$ cat src/rtl/undirected_graph_cycle_detector_top_assert.svh
// Assertion macros for the undirected graph cycle detector.
`ifndef UNDIRECTED_GRAPH_CYCLE_DETECTOR_TOP_ASSERT_SVH
`define UNDIRECTED_GRAPH_CYCLE_DETECTOR_TOP_ASSERT_SVH
`ifndef NO_ASSERTIONS
`define UGCD_ASSERT(lbl, prop, msg) \
    lbl: assert property (@(posedge clk) disable iff (!rst_n) prop) else $error(msg);
`define UGCD_NEVER(lbl, expr, msg) \
    lbl: assert property (@(posedge clk) disable iff (!rst_n) !(expr)) else $error(msg);
`else
`define UGCD_ASSERT(lbl, prop, msg)
`define UGCD_NEVER(lbl, expr, msg)
`endif
`endif

$ cat src/rtl/ugcd_pkg.sv
// Package: shared constants, codes and types of the graph cycle detector.
package ugcd_pkg;

    localparam int MAX_VERTICES_DEF = 16;
    localparam int ACTION_W         = 2;
    localparam int VERTEX_W         = 4;
    localparam int COUNT_W          = 5;

    localparam logic [COUNT_W-1:0] COUNT_RESET = 5'd16;

    localparam logic [ACTION_W-1:0] ACT_ADD     = 2'd0;
    localparam logic [ACTION_W-1:0] ACT_DEL     = 2'd1;
    localparam logic [ACTION_W-1:0] ACT_EDGE_Q  = 2'd2;
    localparam logic [ACTION_W-1:0] ACT_CYCLE_Q = 2'd3;

    localparam logic KIND_EDGE  = 1'b0;
    localparam logic KIND_CYCLE = 1'b1;

    typedef enum logic [3:0] {
        ST_IDLE,
        ST_RD_A,
        ST_MOD_A,
        ST_RD_B,
        ST_MOD_B,
        ST_ROOT,
        ST_LOAD,
        ST_SCAN,
        ST_POP,
        ST_DONE
    } ugcd_state_t;

endpackage

$ cat src/rtl/ugcd_ifs.sv
// Channel interfaces: command, result and vertex count write.
interface ugcd_cmd_if;
    logic                          valid;
    logic                          ready;
    logic [ugcd_pkg::ACTION_W-1:0] action;
    logic [ugcd_pkg::VERTEX_W-1:0] first_vertex;
    logic [ugcd_pkg::VERTEX_W-1:0] second_vertex;

    modport source (output valid, output action, output first_vertex,
                    output second_vertex, input ready);
    modport sink (input valid, input action, input first_vertex,
                  input second_vertex, output ready);
endinterface

interface ugcd_res_if;
    logic valid;
    logic ready;
    logic query_kind;
    logic answer;

    modport source (output valid, output query_kind, output answer, input ready);
    modport sink (input valid, input query_kind, input answer, output ready);
endinterface

interface ugcd_cfg_if;
    logic                         valid;
    logic                         ready;
    logic [ugcd_pkg::COUNT_W-1:0] vertex_count;

    modport source (output valid, output vertex_count, input ready);
    modport sink (input valid, input vertex_count, output ready);
endinterface

$ cat src/rtl/undirected_graph_cycle_detector_top.sv
// Top level: adjacency memory, DFS sequencer with stack memory, result register.
//
// channel | dir | payload                                  | handshake
// cmd     | in  | action, first_vertex, second_vertex       | valid/ready
// res     | out | query_kind, answer                       | valid/ready
// cfg     | in  | vertex_count                             | valid/ready, always ready
//
// Add/delete: two read-modify-write passes on the adjacency memory (RD_A,
// MOD_A, RD_B, MOD_B); a vertex out of range returns straight to idle.
// Edge query: RD_A, MOD_A, DONE, or straight to DONE out of range. Cycle
// query: DFS scan, one adjacency bit per cycle, plus root, row load, stack pop.
// Reset leaves an empty graph at once (per-row valid bits), no clearing pass.
// A result held in the output register stalls only the next query's last cycle.
`include "undirected_graph_cycle_detector_top_assert.svh"

module undirected_graph_cycle_detector_top #(
    parameter int MAX_VERTICES = ugcd_pkg::MAX_VERTICES_DEF
) (
    input  logic       clk,
    input  logic       rst_n,
    ugcd_cfg_if.sink   cfg,
    ugcd_cmd_if.sink   cmd,
    ugcd_res_if.source res
);

    localparam int VW = $clog2(MAX_VERTICES);
    localparam int DW = $clog2(MAX_VERTICES + 1);

    typedef struct packed {
        logic [VW-1:0] vtx;
        logic [VW-1:0] par;
        logic          has_par;
        logic [DW-1:0] nxt;
    } frame_t;

    ugcd_pkg::ugcd_state_t state_reg, state_next;

    logic [ugcd_pkg::COUNT_W-1:0]  count_reg;
    logic [ugcd_pkg::ACTION_W-1:0] act_reg, act_next;
    logic [ugcd_pkg::VERTEX_W-1:0] a_reg, a_next;
    logic [ugcd_pkg::VERTEX_W-1:0] b_reg, b_next;
    logic                          ans_reg, ans_next;
    logic [DW-1:0]                 root_reg, root_next;
    logic [MAX_VERTICES-1:0]       visited_reg, visited_next;
    logic [DW-1:0]                 depth_reg, depth_next;
    frame_t                        top_reg, top_next;
    logic [MAX_VERTICES-1:0]       row_reg, row_next;
    logic                          out_valid_reg, out_valid_next;
    logic                          out_kind_reg, out_kind_next;
    logic                          out_ans_reg, out_ans_next;

    // adjacency memory
    logic [MAX_VERTICES-1:0] adj_mem [MAX_VERTICES];
    logic [MAX_VERTICES-1:0] row_valid_reg;
    logic [MAX_VERTICES-1:0] adj_rd_reg;
    logic                    adj_qv_reg;
    logic                    adj_we;
    logic [VW-1:0]           adj_waddr;
    logic [MAX_VERTICES-1:0] adj_wdata;
    logic [VW-1:0]           adj_raddr;
    logic [MAX_VERTICES-1:0] adj_row;

    // stack memory
    frame_t        stk_mem [MAX_VERTICES];
    frame_t        stk_rd_reg;
    logic          stk_we;
    logic [VW-1:0] stk_waddr;
    frame_t        stk_wdata;
    logic [VW-1:0] stk_raddr;

    logic [DW-1:0]           n_use;
    logic                    in_ok;
    logic                    acc;
    logic [VW-1:0]           a_idx, b_idx, w_idx, root_idx;
    logic [MAX_VERTICES-1:0] bit_a, bit_b;
    logic [DW-1:0]           dep_m1, dep_m2;
    logic                    scan_end, scan_new, scan_hit, scan_push;
    logic                    root_end, root_vis, out_free;

    // configuration
    assign cfg.ready = 1'b1;

    always_ff @(posedge clk or negedge rst_n)
    begin
        if (!rst_n)
            count_reg <= ugcd_pkg::COUNT_RESET;
        else if (cfg.valid)
            count_reg <= cfg.vertex_count;
    end

    assign n_use = (32'(count_reg) > 32'(MAX_VERTICES)) ? DW'(MAX_VERTICES)
                                                        : DW'(count_reg);

    // command decode
    assign cmd.ready = (state_reg == ugcd_pkg::ST_IDLE);
    assign acc       = cmd.valid && cmd.ready;
    assign in_ok     = (32'(cmd.first_vertex) < 32'(n_use)) &&
                       (32'(cmd.second_vertex) < 32'(n_use));

    assign a_idx    = VW'(a_reg);
    assign b_idx    = VW'(b_reg);
    assign w_idx    = VW'(top_reg.nxt);
    assign root_idx = VW'(root_reg);
    assign bit_a    = {{(MAX_VERTICES-1){1'b0}}, 1'b1} << a_idx;
    assign bit_b    = {{(MAX_VERTICES-1){1'b0}}, 1'b1} << b_idx;
    assign dep_m1   = depth_reg - DW'(1);
    assign dep_m2   = depth_reg - DW'(2);
    assign adj_row  = adj_qv_reg ? adj_rd_reg : '0;

    assign scan_end  = top_reg.nxt >= n_use;
    assign scan_new  = !scan_end && row_reg[w_idx] &&
                       !(top_reg.has_par && (w_idx == top_reg.par));
    assign scan_hit  = scan_new && visited_reg[w_idx];
    assign scan_push = scan_new && !visited_reg[w_idx] && (depth_reg < DW'(MAX_VERTICES));
    assign root_end  = root_reg >= n_use;
    assign root_vis  = visited_reg[root_idx];
    assign out_free  = !out_valid_reg || res.ready;

    // next state
    always_comb
    begin
        state_next = state_reg;
        case (state_reg)
            ugcd_pkg::ST_IDLE:
            begin
                if (acc)
                begin
                    case (cmd.action)
                        ugcd_pkg::ACT_ADD,
                        ugcd_pkg::ACT_DEL:
                            state_next = in_ok ? ugcd_pkg::ST_RD_A : ugcd_pkg::ST_IDLE;
                        ugcd_pkg::ACT_EDGE_Q:
                            state_next = in_ok ? ugcd_pkg::ST_RD_A : ugcd_pkg::ST_DONE;
                        default:
                            state_next = ugcd_pkg::ST_ROOT;
                    endcase
                end
            end
            ugcd_pkg::ST_RD_A:
                state_next = ugcd_pkg::ST_MOD_A;
            ugcd_pkg::ST_MOD_A:
                state_next = (act_reg == ugcd_pkg::ACT_EDGE_Q) ? ugcd_pkg::ST_DONE
                                                               : ugcd_pkg::ST_RD_B;
            ugcd_pkg::ST_RD_B:
                state_next = ugcd_pkg::ST_MOD_B;
            ugcd_pkg::ST_MOD_B:
                state_next = ugcd_pkg::ST_IDLE;
            ugcd_pkg::ST_ROOT:
            begin
                if (root_end)
                    state_next = ugcd_pkg::ST_DONE;
                else if (!root_vis)
                    state_next = ugcd_pkg::ST_LOAD;
            end
            ugcd_pkg::ST_LOAD:
                state_next = ugcd_pkg::ST_SCAN;
            ugcd_pkg::ST_SCAN:
            begin
                if (scan_end)
                    state_next = (depth_reg == DW'(1)) ? ugcd_pkg::ST_ROOT : ugcd_pkg::ST_POP;
                else if (scan_hit)
                    state_next = ugcd_pkg::ST_DONE;
                else if (scan_push)
                    state_next = ugcd_pkg::ST_LOAD;
            end
            ugcd_pkg::ST_POP:
                state_next = ugcd_pkg::ST_LOAD;
            ugcd_pkg::ST_DONE:
            begin
                if (out_free)
                    state_next = ugcd_pkg::ST_IDLE;
            end
            default:
                state_next = ugcd_pkg::ST_IDLE;
        endcase
    end

    // datapath and memory controls
    always_comb
    begin
        act_next       = act_reg;
        a_next         = a_reg;
        b_next         = b_reg;
        ans_next       = ans_reg;
        root_next      = root_reg;
        visited_next   = visited_reg;
        depth_next     = depth_reg;
        top_next       = top_reg;
        row_next       = row_reg;
        out_valid_next = out_valid_reg && !res.ready;
        out_kind_next  = out_kind_reg;
        out_ans_next   = out_ans_reg;
        adj_we         = 1'b0;
        adj_waddr      = a_idx;
        adj_wdata      = adj_row | bit_b;
        adj_raddr      = a_idx;
        stk_we         = 1'b0;
        stk_waddr      = dep_m1[VW-1:0];
        stk_wdata      = top_reg;
        stk_raddr      = dep_m2[VW-1:0];

        case (state_reg)
            ugcd_pkg::ST_IDLE:
            begin
                if (acc)
                begin
                    act_next     = cmd.action;
                    a_next       = cmd.first_vertex;
                    b_next       = cmd.second_vertex;
                    ans_next     = 1'b0;
                    root_next    = '0;
                    visited_next = '0;
                    depth_next   = '0;
                end
            end
            ugcd_pkg::ST_RD_A:
                adj_raddr = a_idx;
            ugcd_pkg::ST_MOD_A:
            begin
                if (act_reg == ugcd_pkg::ACT_EDGE_Q)
                    ans_next = adj_row[b_idx];
                else
                begin
                    adj_we    = 1'b1;
                    adj_waddr = a_idx;
                    adj_wdata = (act_reg == ugcd_pkg::ACT_ADD) ? (adj_row | bit_b)
                                                               : (adj_row & ~bit_b);
                end
            end
            ugcd_pkg::ST_RD_B:
                adj_raddr = b_idx;
            ugcd_pkg::ST_MOD_B:
            begin
                adj_we    = 1'b1;
                adj_waddr = b_idx;
                adj_wdata = (act_reg == ugcd_pkg::ACT_ADD) ? (adj_row | bit_a)
                                                           : (adj_row & ~bit_a);
            end
            ugcd_pkg::ST_ROOT:
            begin
                adj_raddr = root_idx;
                if (!root_end)
                begin
                    if (root_vis)
                        root_next = root_reg + DW'(1);
                    else
                    begin
                        visited_next[root_idx] = 1'b1;
                        top_next.vtx     = root_idx;
                        top_next.par     = '0;
                        top_next.has_par = 1'b0;
                        top_next.nxt     = '0;
                        depth_next       = DW'(1);
                    end
                end
            end
            ugcd_pkg::ST_LOAD:
                row_next = adj_row;
            ugcd_pkg::ST_SCAN:
            begin
                adj_raddr = w_idx;
                if (scan_end)
                begin
                    depth_next = dep_m1;
                    if (depth_reg == DW'(1))
                        root_next = root_reg + DW'(1);
                end
                else
                begin
                    top_next.nxt = top_reg.nxt + DW'(1);
                    if (scan_hit)
                    begin
                        ans_next   = 1'b1;
                        depth_next = '0;
                    end
                    else if (scan_new)
                    begin
                        visited_next[w_idx] = 1'b1;
                        if (scan_push)
                        begin
                            stk_we           = 1'b1;
                            stk_wdata.nxt    = top_reg.nxt + DW'(1);
                            top_next.vtx     = w_idx;
                            top_next.par     = top_reg.vtx;
                            top_next.has_par = 1'b1;
                            top_next.nxt     = '0;
                            depth_next       = depth_reg + DW'(1);
                        end
                    end
                end
            end
            ugcd_pkg::ST_POP:
            begin
                top_next  = stk_rd_reg;
                adj_raddr = stk_rd_reg.vtx;
            end
            ugcd_pkg::ST_DONE:
            begin
                if (out_free)
                begin
                    out_valid_next = 1'b1;
                    out_kind_next  = (act_reg == ugcd_pkg::ACT_CYCLE_Q) ? ugcd_pkg::KIND_CYCLE
                                                                        : ugcd_pkg::KIND_EDGE;
                    out_ans_next   = ans_reg;
                end
            end
            default:
            begin
                adj_we = 1'b0;
                stk_we = 1'b0;
            end
        endcase
    end

    // control registers
    always_ff @(posedge clk or negedge rst_n)
    begin
        if (!rst_n)
        begin
            state_reg     <= ugcd_pkg::ST_IDLE;
            out_valid_reg <= 1'b0;
            depth_reg     <= '0;
            root_reg      <= '0;
            visited_reg   <= '0;
            row_valid_reg <= '0;
            adj_qv_reg    <= 1'b0;
        end
        else
        begin
            state_reg     <= state_next;
            out_valid_reg <= out_valid_next;
            depth_reg     <= depth_next;
            root_reg      <= root_next;
            visited_reg   <= visited_next;
            adj_qv_reg    <= row_valid_reg[adj_raddr];
            if (adj_we)
                row_valid_reg[adj_waddr] <= 1'b1;
        end
    end

    // payload registers
    always_ff @(posedge clk)
    begin
        act_reg      <= act_next;
        a_reg        <= a_next;
        b_reg        <= b_next;
        ans_reg      <= ans_next;
        top_reg      <= top_next;
        row_reg      <= row_next;
        out_kind_reg <= out_kind_next;
        out_ans_reg  <= out_ans_next;
    end

    // adjacency rows, one read and one write port
    always_ff @(posedge clk)
    begin
        if (adj_we)
            adj_mem[adj_waddr] <= adj_wdata;
        adj_rd_reg <= adj_mem[adj_raddr];
    end

    // DFS frames below the top of stack
    always_ff @(posedge clk)
    begin
        if (stk_we)
            stk_mem[stk_waddr] <= stk_wdata;
        stk_rd_reg <= stk_mem[stk_raddr];
    end

    assign res.valid      = out_valid_reg;
    assign res.query_kind = out_kind_reg;
    assign res.answer     = out_ans_reg;

    `UGCD_ASSERT(a_depth_bound, depth_reg <= DW'(MAX_VERTICES), "stack depth above limit")
    `UGCD_NEVER(a_scan_empty, state_reg == ugcd_pkg::ST_SCAN && depth_reg == '0, "empty scan")
    `UGCD_ASSERT(a_load_vis, state_reg == ugcd_pkg::ST_LOAD |-> visited_reg[top_reg.vtx], "bad load")
    `UGCD_ASSERT(a_res_done, $rose(out_valid_reg) |-> $past(state_reg) == ugcd_pkg::ST_DONE, "no done")

endmodule
$ cat src/flat_wrapper.sv
// flat-port wrapper written by rule: the top's interface ports become plain ports
module undirected_graph_cycle_detector_top_flat 
#(
    parameter int MAX_VERTICES = ugcd_pkg::MAX_VERTICES_DEF
)
  (clk, rst_n, cfg_valid, cfg_vertex_count, cfg_ready, cmd_valid, cmd_action, cmd_first_vertex, cmd_second_vertex, cmd_ready, res_valid, res_query_kind, res_answer, res_ready);
  ugcd_cfg_if cfg_i ();
  ugcd_cmd_if cmd_i ();
  ugcd_res_if res_i ();
  input  logic clk;
  input  logic rst_n;
  input wire logic [$bits(cfg_i.valid)-1:0] cfg_valid;
  input wire logic [$bits(cfg_i.vertex_count)-1:0] cfg_vertex_count;
  output wire logic [$bits(cfg_i.ready)-1:0] cfg_ready;
  input wire logic [$bits(cmd_i.valid)-1:0] cmd_valid;
  input wire logic [$bits(cmd_i.action)-1:0] cmd_action;
  input wire logic [$bits(cmd_i.first_vertex)-1:0] cmd_first_vertex;
  input wire logic [$bits(cmd_i.second_vertex)-1:0] cmd_second_vertex;
  output wire logic [$bits(cmd_i.ready)-1:0] cmd_ready;
  output wire logic [$bits(res_i.valid)-1:0] res_valid;
  output wire logic [$bits(res_i.query_kind)-1:0] res_query_kind;
  output wire logic [$bits(res_i.answer)-1:0] res_answer;
  input wire logic [$bits(res_i.ready)-1:0] res_ready;
  assign cfg_i.valid = cfg_valid;
  assign cfg_i.vertex_count = cfg_vertex_count;
  assign cfg_ready = cfg_i.ready;
  assign cmd_i.valid = cmd_valid;
  assign cmd_i.action = cmd_action;
  assign cmd_i.first_vertex = cmd_first_vertex;
  assign cmd_i.second_vertex = cmd_second_vertex;
  assign cmd_ready = cmd_i.ready;
  assign res_valid = res_i.valid;
  assign res_query_kind = res_i.query_kind;
  assign res_answer = res_i.answer;
  assign res_i.ready = res_ready;
  undirected_graph_cycle_detector_top #(.MAX_VERTICES(MAX_VERTICES)) u_core (.clk(clk), .rst_n(rst_n), .cfg(cfg_i), .cmd(cmd_i), .res(res_i));
endmodule
$ cat config.mk
export PLATFORM = sky130hd
export DESIGN_NAME = undirected_graph_cycle_detector_top_flat
export DESIGN_NICKNAME = d
export VERILOG_FILES = /design/src/rtl/ugcd_pkg.sv /design/src/rtl/ugcd_ifs.sv /design/src/rtl/undirected_graph_cycle_detector_top.sv /design/src/flat_wrapper.sv
export VERILOG_INCLUDE_DIRS = /design/src /design/src/rtl
export SDC_FILE = /design/constraint.sdc
export NUM_CORES = 1
export LEC_CHECK = 0
export BUFFER_PORTS_ARGS = -buffer_cell sky130_fd_sc_hd__buf_2
export CORE_MARGIN = 4
export CORE_UTILIZATION = 35
export CTS_CLUSTER_SIZE = 10
export DETAILED_ROUTE_END_ITERATION = 7
export PLACE_DENSITY = 0.59
export SETUP_SLACK_MARGIN = 0.15
export SLEW_MARGIN = 10
export SYNTH_ARGS = -nofsm -noshare
export SYNTH_HDL_FRONTEND = slang
export SYNTH_SLANG_ARGS = --single-unit
$ cat constraint.sdc
create_clock -name clk -period 9.7 [get_ports clk]
set_input_delay 1.94 -clock clk [delete_from_list [all_inputs] [get_ports clk]]
set_output_delay 1.94 -clock clk [all_outputs]
set_load 0.01 [all_outputs]
After elaboration in Yosys (flattened, before gate mapping) --
Memory sizes are Yosys's and may differ from the RTL's. A register that Yosys moved wholly into a read port is not among the register bits. Cells that the tools add are included.
Word-level totals: register bits after elaboration 96, memory bits (writable) 480, input bits 20, logic and storage cells 204, memories 2
Memories:
- u_core.adj_mem | depth 16, width 16, rd ports 1, clocked after memory_dff 1, wr ports 1, RTL line undirected_graph_cycle_detector_top.sv:53 | logic [MAX_VERTICES-1:0] adj_mem [MAX_VERTICES];
- u_core.stk_mem | depth 16, width 14, rd ports 1, clocked after memory_dff 1, wr ports 1, RTL line undirected_graph_cycle_detector_top.sv:64 | frame_t stk_mem [MAX_VERTICES];
Cells by class: add/subtract/negate cells 5, order comparisons 14, eq/ne operators 31, shift-type cells 2, mux-type cells 88, bitwise gates (word level) 9, reduce and logical (&&, ||, !) cells 34
Operators with widths (number):
- 16-bit 2-to-1 mux | 10
- 5-bit 2-to-1 mux | 17
- 14-bit 2-to-1 mux | 6
- 16-bit bitwise OR | 5
- 16-bit one-hot mux with 3 select lines | 1
- 4-bit 2-to-1 mux | 11
- 14-bit one-hot mux with 3 select lines | 1
- 4-bit one-hot mux with 9 select lines | 1
- 16-bit AND | 2
- 16-bit NOT | 2
- 16-bit one-hot mux with 2 select lines | 1
- 1-bit by 4-bit left shift with 16-bit output (first input constant) | 2
- 5-bit one-hot mux with 3 select lines | 2
- 1-bit 2-to-1 mux | 26
- 4-bit by 5-bit < comparator with 1-bit output (second input constant) | 5
- 1-bit binary-select mux with 4-bit select | 5
- 4-bit by 3-bit equality test with 1-bit output (second input constant) | 4
- 2-bit by 1-bit inequality test with 1-bit output (second input constant) | 8
- 4-bit one-hot mux with 4 select lines | 1
- 5-bit by 1-bit adder with 5-bit output (second input constant) | 3
- 7-bit AND reduction | 2
- 1-bit demux with 4-bit select | 3
- 4-bit by 1-bit greater-or-equal comparator with 1-bit output (second input constant) | 3
- 1-bit logical AND | 12
- 29 further kinds | 50

Depth between registers and ports, before layout --
Gate-level depths: netlist of run 1.
depth after elaboration 15, depth in mapped cells 14, mapped depth without buffers 12

Least setup slack after synthesis of run 1 --
Ideal clock, no wire load.
kind reg2reg, start point reg u_core.top_reg[0] in the netlist's numbering, end point mem u_core.stk_mem[13][0] in the netlist's numbering (enable), setup time 0.384 ns, arrival time 3.322 ns, required time 9.316 ns, slack 5.993 ns, cell stages (with the launch flop) 14, buffers on the path 4, cells stage by stage edfxtp_1 > buf_2 > buf_4 > inv_1 > ha_1 > nand2b_1 > a211oi_1 > o31ai_1 > nor3_1 > nor4bb_1 > buf_2 > buf_4 > nand2_1 > nor2_1
Between the ends: word-level cells in the longest chain between the ends 13, elaborated cells on any way between the ends 22, classes of those cells order compare: 1; eq/ne: 1; mux: 11; reduce/logical: 9
RTL lines:
- from (decl) | RTL line undirected_graph_cycle_detector_top.sv:46 | frame_t top_reg, top_next;
- from (signal assigned) | RTL line undirected_graph_cycle_detector_top.sv:348 | top_reg <= top_next;
- 1-bit binary-select mux with 4-bit select (tied with other cells) | RTL line undirected_graph_cycle_detector_top.sv:111 | assign scan_new = !scan_end && row_reg[w_idx] &&
- 1-bit 2-to-1 mux (implied by the code) (tied with other cells) | RTL line undirected_graph_cycle_detector_top.sv:111
- 1-bit logical AND or 1-bit zero test (tied branches) | RTL line undirected_graph_cycle_detector_top.sv:111, undirected_graph_cycle_detector_top.sv:112
- 1-bit logical AND | RTL line undirected_graph_cycle_detector_top.sv:111
- 1-bit logical AND (2 in series) | RTL line undirected_graph_cycle_detector_top.sv:114 | assign scan_push = scan_new && !visited_reg[w_idx] && (depth_reg < DW'(MAX_VERTICES));
- 1-bit 2-to-1 mux | RTL line undirected_graph_cycle_detector_top.sv:279 | if (scan_push)
- 1-bit 2-to-1 mux | RTL line undirected_graph_cycle_detector_top.sv:276 | else if (scan_new)
- 1-bit 2-to-1 mux | RTL line undirected_graph_cycle_detector_top.sv:271 | if (scan_hit)
- 1-bit 2-to-1 mux (*) | RTL line undirected_graph_cycle_detector_top.sv:262 | if (scan_end)
- 1-bit 2-to-1 mux (*) | RTL line undirected_graph_cycle_detector_top.sv:202 | case (state_reg)
- 1-bit 2-to-1 mux (*) | RTL line undirected_graph_cycle_detector_top.sv:365 | if (stk_we)
- 1-bit 2-to-1 mux (implied by the code) (*) | RTL line undirected_graph_cycle_detector_top.sv:366 | stk_mem[stk_waddr] <= stk_wdata;
- to (decl) | RTL line undirected_graph_cycle_detector_top.sv:64
Mark *: on every way between the ends. The rest lies on a longest branch, timed or not. The select of a mux whose other input is x is not followed.

==> results.md, run 1 <==
- Status: finished, final reports clean
- CTS buffer count: 71
- Initial antenna violation count: 0
- Static leakage: 9.86 nW
- Max Slew Vio Count: 0
- Mapped cell area: 0.0257 mm²
- Synth Register Bits: 606
- Cell Area, Placed: 0.0271 mm²
- # port buffers: 23
- Seq/Total Area, Yosys: 68.6%
- Total clock sinks: 606
- Global-route wire length before repair: 96,000 µm
- Layout area overhead: 14.0%
- Fraction of layout cells with a size suffix above 1: 17.7%
- Critical path endpoint category: flip-flop
- Post-Synth Simple-Gate Area: 9.20%
- Setup_tns: 0 ns
- DR vias/cell: 5.50
- Syn_area_per_cell: 15.5 µm²
- Minimum clock period: 5.04 ns
- Resized Gates After CTS: 0
- Final net count: 1,779
- R2r worst-path depth: 9
- Detail Route Antenna Nets: 0
- Synth Area in XOR/XNOR: 0.579%
- Relative slew margins: 15.6%
- CP Class: flip-flop to flip-flop
- Worst Slack Setup Final: 4.66 ns
- CTS tree: done
- Remaining global-route overflow: 0
- Async set or reset register ratio after synthesis: 8.75%
- Syn nets: 1,718
- Pwr per Cell Area: 280 mW/mm²
- Hold-fix buffers at CTS: 0
- Hold_sp: u_core.ans_reg
- Synth unique cells: 79
- Detailed-router iteration count before antenna repair: 8
- Design Area, Final: 0.0293 mm²
- Clock Latency Late Sink: 0.61 ns
- Syn. warnings: 0
- Top_reg_cell synth: edfxtp_1
- Final Skew: 0.0377 ns
- Core Area: 0.0728 mm²
- Final hold violations: 0
- Hold Path Sink: u_core.res.answer
- Vias in the first global route: 15,000
- Cell taking the most area after synthesis: edfxtp_1
- Iter 0 DRT Violations: 1,270
- DIE HEIGHT: 279 µm
- Regs by FF count: u_core.adj_mem (256), u_core.stk_mem (224)
- Site Rows: 99
- I/O pin cnt: 25
- Hpwl dp: 38,400 µm
- Worst R2R End: u_core.stk_mem[11][2]
- Worst hold stages: 0
- Die width: 279 µm
- Mux contribution to synthesized area: 10.8%
- Max FFs per register: 256
- Synth Area in Compound Gates: 7.10%
- Synth Instances: 1,663
- Die area: 0.0778 mm²
- Via count: 15,100
- Worst slew pin tran: 1.26 ns
- Maximum VDD drop: 172 µV
- Unrepaired setup endpoints after global routing: no
- Area share of the largest cell type after synthesis: 61.1%
- Hold WC Path Type: flip-flop to flip-flop
- Final GP Congestion: 0.864
- DRT Wirelength: 64,000 µm
- GRT Overall Usage: 16.1%
- Crit share post-route: 52.0%
- Maximum net fanout on the critical path: 17
- Synth area leaders: edfxtp_1, mux4_2, dfrtp_1
- DRC errors left: 0
- Largest family of logic cells by synthesized area: multiplexers
- Setup slack at placement: 4.66 ns
- Register-to-register setup slack: 4.66 ns
- Clk slew on worst S/H paths: 0.05 ns
- Fraction of the mapped netlist area in adder cells: 1.70%
- RR Startpoint: u_core.top_reg[0]
- Initial Utilization: 35.3%
- Critical path launch point type: flip-flop
- Largest net degree at the start of global routing: 70
- Maximum clock rate: 0.198 GHz
- Max-Cap Viols: 0
- CTS H-tree depth: 3
- Biggest register: u_core.adj_mem
- Root Buffer: clkbuf_16
- WL/cell: 23.4 µm
- Final setup viols: 0
- Critical path required time: 9.93 ns
- CTS max path bufs: 3
- Post CTS Setup Buffer Count: 0
- N_diodes: 0
- Number of synthesized flops with an enable pin: 523
- WP data arrival: 5.28 ns
-- synthesized netlist by cell type (29+ instances only) --
library cell and count:
a31oi_1 30, edfxtp_1 523, mux4_2 82, clkbuf_1 47, mux2i_1 80, nor2_1 79
nand2_1 216, nand3_1 29, dfrtp_1 52, ha_1 35, dfxtp_1 30, a32oi_1 70
-- critical path, cell delays in order, from the launching register on --
cell and delay, ns:
edfxtp_1 0.83, inv_1 0.31, ha_1 0.35, nand2b_1 0.15
a211oi_1 0.33, o31ai_1 0.24, nor3_1 0.34, nor4bb_4 0.94
nand2_1 0.15, xnor2_1 1.00
-- through the flow --
step	util (%)	hold WS, ns	cells	total power [mW]
floorplan	-	0.400	1663	5.02
global placement	37.3	0.425	2610	5.75
detailed placement	37.3	0.426	2610	5.80
CTS	40.2	0.439	2738	8.25
global route	40.2	0.451	2738	8.58
finish	40.2	0.440	2738	8.20
-- area by class of cell --
type                       count  area (µm²)
multi-input combinational    943        7690
fill                        6628       43500
tap                          959        1200
clock inverter                 8         135
sequential                   606       17600
timing repair buffer          81         551
inverter                      21        78.8
clock buffer                 120        2010
-- where the power goes --
group,switching [mW],internal (mW)
sequential,0.238,3.32
combinational,1.39,0.815
clock,1.02,1.42
total,2.64,5.56
-- worst max-delay path by stage --
stage	depth (start not counted)	to	from	slack [ns]
finish	9	u_core.stk_mem[11][2]	u_core.top_reg[0]	4.66
detailed placement	9	u_core.stk_mem[2][3]	u_core.top_reg[0]	4.66
floorplan	13	u_core.stk_mem[13][0]	u_core.top_reg[0]	5.99
CTS	9	u_core.stk_mem[3][3]	u_core.top_reg[0]	4.62
global route	9	u_core.stk_mem[5][4]	u_core.top_reg[0]	4.31
global placement	9	u_core.stk_mem[10][3]	u_core.top_reg[0]	4.87
-- cells by family (layout without fill, tap and decap cells) --
family,after synthesis,in the layout
flops,606,606
simple gates,473,473
compound gates,245,245
mux,172,172
buf+inv,114,230
fa+ha+maj,35,35
xor+xnor,17,17
other cells,1,1
-- metal layers --
metal | global-route usage [%] | vias to the layer above | share of wire [%]
met1 | 22.5 | 7743 | 44
met2 | 26.2 | 559 | 47
met3 | 2.34 | 138 | 6.1
li1 | - | 6631 | -
met4 | 5.28 | 0 | 2.8
met5 | 0 | - | 0
-- cell usage in the layout (no fill, tap or decap), drive strengths merged, types with 10 or more instances in the layout --
master,instances
clkbuf,120
and4,18
nor2b,18
nand2,219
or2,20
a22oi,12
and3,18
nor2,82
buf,81
nand2b,10
o21ai,39
a211oi,12
and2,21
dfxtp,30
a21oi,29
edfxtp,523
a31oi,32
nand3,29
dfrtp,52
ha,35
a32oi,70
mux4,82
mux2i,80
mux2,10
nor3,14
inv,25
Note: power is estimated with default switching activity, not from simulation.
==> run 2, diff against run 1 <==
==> constraint.sdc (replaced) <==
create_clock -name clk -period 5.2 [get_ports clk]
set_input_delay 1.04 -clock clk [delete_from_list [all_inputs] [get_ports clk]]
set_output_delay 1.04 -clock clk [all_outputs]
set_load 0.01 [all_outputs]
==> run 2 against run 1 <==
Combinational power is 88% higher. Final area hardly changed. Non-clock buffer count is 2 higher. Critical path depth stayed put. Sequential share of layout area hardly changed. First-iteration DRC count is 13% higher. Final cell count is 0.11% higher. Utilization hardly changed.
==> results.md, run 2 (synthesized netlist as in run 1, its figures left out) <==
- Status: finished, final reports clean
- Final hold violations: 0 (unchanged)
- Worst slew pin tran: 1.26 ns (+0.00317 ns)
- Hold-fix buffers at CTS: 0 (unchanged)
- Vias in the first global route: 14,800 (-1.3%)
- Most common cell after layout, fill and taps aside: edfxtp_1
- Slowest cell on the critical path: edfxtp_1
- Max FFs per register: 256 (unchanged)
- Core Area: 0.0728 mm² (unchanged)
- Post CTS Setup Buffer Count: 0 (unchanged)
- WL/cell: 22.7 µm (-2.9%)
- Die area: 0.0778 mm² (unchanged)
- Global-route wire length before repair: 94,300 µm (-1.8%)
- DRC errors left: 0 (unchanged)
- Maximum net fanout on the critical path: 19 (+2)
- Final setup viols: 0 (unchanged)
- Remaining global-route overflow: 0 (unchanged)
- Total clock sinks: 606 (unchanged)
- Clock Latency Late Sink: 0.61 ns (about the same)
- Clk slew on worst S/H paths: 0.06 ns (about the same)
- DR vias/cell: 5.44 (-1.2%)
- Final Skew: 0.0290 ns (-0.00872 ns)
- Setup_tns: 0 ns (unchanged)
- Fraction of layout cells with a size suffix above 1: 17.8% (+0.14 points)
- N_diodes: 0 (unchanged)
- Layout area overhead: 14.1% (about the same)
- Max Slew Vio Count: 0 (unchanged)
- Tot Pwr: 15.3 mW (+87%)
- Hpwl dp: 39,200 µm (+2.2%)
- Cell-by-cell listing of the critical path: ha_1, a211oi_1, o31ai_1, nor3_1, nor4bb_4, buf_4, nand2_1, nor2_1, buf_4
- Crit-path leading delay family: simple AND/OR/NAND/NOR gates
- Regs by FF count: u_core.adj_mem (256), u_core.stk_mem (224)
- Relative slew margins: 15.9% (+0.30 points)
- Critical path endpoint category: flip-flop
- CTS max path bufs: 3 (unchanged)
- Maximum VDD drop: 267 µV (+55%)
- CTS H-tree depth: 3 (unchanged)
- DIE HEIGHT: 279 µm (unchanged)
- Crit path buffers/inverters: 2 (+1)
- # port buffers: 23 (unchanged)
- I/O pin cnt: 25 (unchanged)
- Hold_ws: 0.431 ns (-0.00875 ns)
- Die width: 279 µm (unchanged)
- Pwr per Cell Area: 522 mW/mm² (+86%)
- GRT Overall Usage: 15.8% (-0.36 points)
- Site Rows: 99 (unchanged)
- Hold WC Path Type: flip-flop to flip-flop
- Final GP Congestion: 0.856 (-0.96%)
- Minimum clock period: 4.22 ns (-0.825 ns)
- Max-Cap Viols: 0 (unchanged)
- Critical path required time: 5.51 ns (-4.42 ns)
- Static leakage: 9.87 nW (+0.15%)
- Detail Route Antenna Nets: 0 (unchanged)
- WP data arrival: 4.53 ns (-0.75 ns)
- Detailed-router iteration count before antenna repair: 5 (-3)
- Biggest register: u_core.adj_mem
- Maximum clock rate: 0.237 GHz (+20%)
- Via count: 14,900 (-1.1%)
- CTS buffer count: 71 (unchanged)
- Initial Utilization: 35.3% (unchanged)
- Largest net degree at the start of global routing: 67 (-4.3%)
- Crit share post-route: 81.1% (+29 points)
- Resized Gates After CTS: 0 (unchanged)
- CTS tree: done
- DRT Wirelength: 62,300 µm (-2.7%)
- Critical path launch point type: flip-flop
- Most frequent cells in the layout: edfxtp_1, nand2_1, mux4_2, mux2i_1, clkbuf_16
- Crit path top cell by count: buf_4
- Initial antenna violation count: 0 (unchanged)
- Unrepaired setup endpoints after global routing: no
- CP Class: flip-flop to flip-flop
- Max incr delay on CP: 0.94 ns (-0.06 ns)
- Final net count: 1,781 (+0.11%)
- Root Buffer: clkbuf_16
- Fin util: 40.3% (about the same)
- Iter 0 DRT Violations: 1,441 (+13%)
run 2: layout make-up:
| type | instances | area [µm²] |
|---|---|---|
| inverters | 21 | 78.8 |
| flip-flops and latches | 606 | 17600 |
| repair buffers | 83 | 591 |
| fillers | 6575 | 43500 |
| clock inverters | 8 | 153 |
| clock buffers | 121 | 1990 |
| well taps | 959 | 1200 |
| multi-input cells | 943 | 7670 |
run 2: metrics by stage:
step	instances	area (µm²)	setup slack [ns]
6_report	2741	29300	0.980
2_1_floorplan	1663	25700	1.49
4_1_cts	2741	29300	0.936
5_1_grt	2741	29300	0.709
3_3_place_gp	2612	27200	1.08
3_5_place_dp	2612	27200	0.964
run 2: routing by layer:
layer  track usage [%]  vias to the layer above  part of all wire, %
met5                 0                        -                    0
met4              4.68                        0                  2.2
met3              2.58                      101                  6.2
met2              25.3                      533                   48
met1              22.3                     7658                   44
li1                  -                     6619                    -
run 2: path summary, 6_finish.rpt:
| path | startpoint | to | slack, ns | cells after the start |
|---|---|---|---|---|
| max | u_core.top_reg[1] | u_core.stk_mem[13][5] | 0.98 | 9 |
| min | u_core.ans_reg | u_core.res.answer | 0.43 | 0 |
| max reg2reg | u_core.top_reg[1] | u_core.stk_mem[13][5] | 0.98 | 9 |
| min reg2reg | u_core.ans_reg | u_core.res.answer | 0.43 | 0 |
| max in group asynchronous | rst_n | u_core.depth_reg[0] | 4.01 | 2 |
| min in group asynchronous | rst_n | u_core.visited_reg[12] | 0.57 | 2 |
run 2: where the power goes:
group | leakage (nW) | switching [mW] | internal, mW
combinational | 3.18 | 2.59 | 1.54
sequential | 5.68 | 0.449 | 6.19
clock | 1.02 | 1.90 | 2.63
run 2: worst register-to-register path: stages, from the launching register on:
cell and delay (ns):
edfxtp_1 0.94, ha_1 0.38, a211oi_1 0.27, o31ai_1 0.23
nor3_1 0.35, nor4bb_4 0.58, buf_4 0.26, nand2_1 0.15
nor2_1 0.49, buf_4 0.28
==> run 3, diff against run 2 <==
==> constraint.sdc (replaced) <==
create_clock -name clk -period 4.3 [get_ports clk]
set_input_delay 0.86 -clock clk [delete_from_list [all_inputs] [get_ports clk]]
set_output_delay 0.86 -clock clk [all_outputs]
set_load 0.01 [all_outputs]
==> run 3 against run 2 <==
Final cell count increased by 0.99%. Clock power increased by 23%. Sequential cell count unchanged. Sequential share of layout area decreased by 0.57 points. Routed wire length increased by 1.3%. Final area increased by 0.96%. Clock skew increased by 0.019 ns. Power increased by 23%. Sequential power increased by 19%. Critical path type unchanged. Largest power group unchanged.
==> results.md, run 3 (synthesized netlist as in run 1, its figures left out) <==
- Status: finished, final reports clean
- Worst slew pin tran: 1.20 ns (-0.0564 ns)
- Hold-fix buffers at CTS: 0 (unchanged)
- Regs by FF count: u_core.adj_mem (256), u_core.stk_mem (224)
- Final GP Congestion: 0.829 (-3.2%)
- Iter 0 DRT Violations: 1,602 (+11%)
- Critical path required time: 4.63 ns (-0.88 ns)
- Most common cell after layout, fill and taps aside: edfxtp_1
- Detailed-router iteration count before antenna repair: 6 (+1)
- Die area: 0.0778 mm² (unchanged)
- I/O pin cnt: 25 (unchanged)
- Final Skew: 0.0479 ns (+0.0190 ns)
- Largest net degree at the start of global routing: 70 (+4.5%)
- Final hold violations: 0 (unchanged)
- Final setup viols: 0 (unchanged)
- CTS max path bufs: 3 (unchanged)
- Detail Route Antenna Nets: 0 (unchanged)
- CTS buffer count: 72 (+1.4%)
- Maximum clock rate: 0.264 GHz (+12%)
- Global-route wire length before repair: 95,900 µm (+1.7%)
- Resized Gates After CTS: 0 (unchanged)
- CTS tree: done
- Pwr per Cell Area: 636 mW/mm² (+22%)
- Initial antenna violation count: 0 (unchanged)
- Max incr delay on CP: 0.42 ns (-0.52 ns)
- CP Class: flip-flop to flip-flop
- Fin util: 40.6% (+0.38 points)
- Design Area, Final: 0.0296 mm² (+0.96%)
- Final net count: 1,818 (+2.1%)
- Crit path top cell by count: buf_4
- Layout area overhead: 15.2%
- Die width: 279 µm (unchanged)
- Static leakage: 10.1 nW (+1.9%)
- Tot Pwr: 18.8 mW (+23%)
- Relative slew margins: 19.6% (+3.8 points)
- DRT Wirelength: 63,100 µm (+1.3%)
- Max FFs per register: 256 (unchanged)
- DR vias/cell: 5.47 (+0.52%)
- Maximum VDD drop: 444 µV (+66%)
- N_diodes: 0 (unchanged)
- WP data arrival: 4.11 ns (-0.42 ns)
- Biggest register: u_core.adj_mem
- Site Rows: 99 (unchanged)
- Cell-by-cell listing of the critical path: buf_4, inv_1, ha_1, nand2b_1, a211oi_1, o31ai_1, nor3_1, nor4bb_4, buf_4, nand2_1, nor2_1, buf_4
- Critical path endpoint category: flip-flop
- Crit-path leading delay family: simple AND/OR/NAND/NOR gates
- # port buffers: 23 (unchanged)
- Clock Latency Late Sink: 0.62 ns (about the same)
- Via count: 15,100 (+1.5%)
- Hpwl dp: 41,300 µm (+5.4%)
- Critical path launch point type: flip-flop
- Unrepaired setup endpoints after global routing: no
- Minimum clock period: 3.78 ns (-0.438 ns)
- DRC errors left: 0 (unchanged)
- Vias in the first global route: 15,000 (+1.2%)
- Maximum net fanout on the critical path: 15 (-4)
- Slowest cell on the critical path: nor2_1
- CTS H-tree depth: 3 (unchanged)
- Crit path buffers/inverters: 4 (+2)
- Setup_tns: 0 ns (unchanged)
- GRT Overall Usage: 16.0% (+0.21 points)
- Crit share post-route: 87.9% (+6.8 points)
- Most frequent cells in the layout: edfxtp_1, nand2_1, buf_4, mux4_2, mux2i_1
- Max-Cap Viols: 0 (unchanged)
- Hold WC Path Type: input pin to asynchronous set/reset pin
- Core Area: 0.0728 mm² (unchanged)
- DIE HEIGHT: 279 µm (unchanged)
- Total clock sinks: 606 (unchanged)
- Post CTS Setup Buffer Count: 0 (unchanged)
- Initial Utilization: 35.3% (unchanged)
- Max Slew Vio Count: 0 (unchanged)
- Cell Area, Placed: 0.0274 mm² (+1.0%)
- Remaining global-route overflow: 0 (unchanged)
- Fraction of layout cells with a size suffix above 1: 19.5% (+1.7 points)
- Root Buffer: clkbuf_16
- WL/cell: 22.8 µm (+0.35%)
- Clk slew on worst S/H paths: 0.06 ns (about the same)
-- run 3: final timing paths --
| kind | startpoint | slack, ns | depth (start not counted) | endpoint |
|---|---|---|---|---|
| setup / recovery | u_core.top_reg[0] | 0.52 | 12 | u_core.stk_mem[11][6] |
| hold / removal | rst_n | 0.28 | 1 | u_core.visited_reg[14] |
| setup reg to reg | u_core.top_reg[0] | 0.52 | 12 | u_core.stk_mem[11][6] |
| hold reg to reg | u_core.ans_reg | 0.42 | 0 | u_core.res.answer |
| max in group asynchronous | rst_n | 3.11 | 2 | u_core.count_reg[4] |
| min in group clk | u_core.ans_reg | 0.42 | 0 | u_core.res.answer |
-- run 3: stage by stage --
stage	hold WS [ns]	worst slack, ns	std cells
floorplan	0.400	0.593	1663
global placement	0.410	0.588	2648
detailed placement	0.412	0.505	2648
CTS	0.286	0.452	2768
global route	0.320	0.251	2768
finish	0.283	0.519	2768
-- run 3: cell type report --
| class | instances | area, µm² |
|---|---|---|
| clock inverter | 12 | 223 |
| sequential | 606 | 17600 |
| fill | 6570 | 43200 |
| timing repair buffer | 119 | 861 |
| tap | 959 | 1200 |
| multi-input combinational | 943 | 7660 |
| inverter | 21 | 78.8 |
| clock buffer | 108 | 1950 |
-- run 3: power by group --
| group | total [mW] | internal [mW] | switching, mW |
|---|---|---|---|
| Combinational | 5.34 | 1.98 | 3.36 |
| Sequential | 7.93 | 7.49 | 0.446 |
| Clock | 5.55 | 3.22 | 2.33 |
| Total | 18.8 | 12.7 | 6.14 |
-- run 3: metal layers --
layer	track usage [%]	share of wire, %	up-vias
met3	2.63	6.3	95
met5	0	0	-
met2	25.3	47	550
met4	4.35	1.9	0
met1	23.0	45	7790
li1	-	-	6701
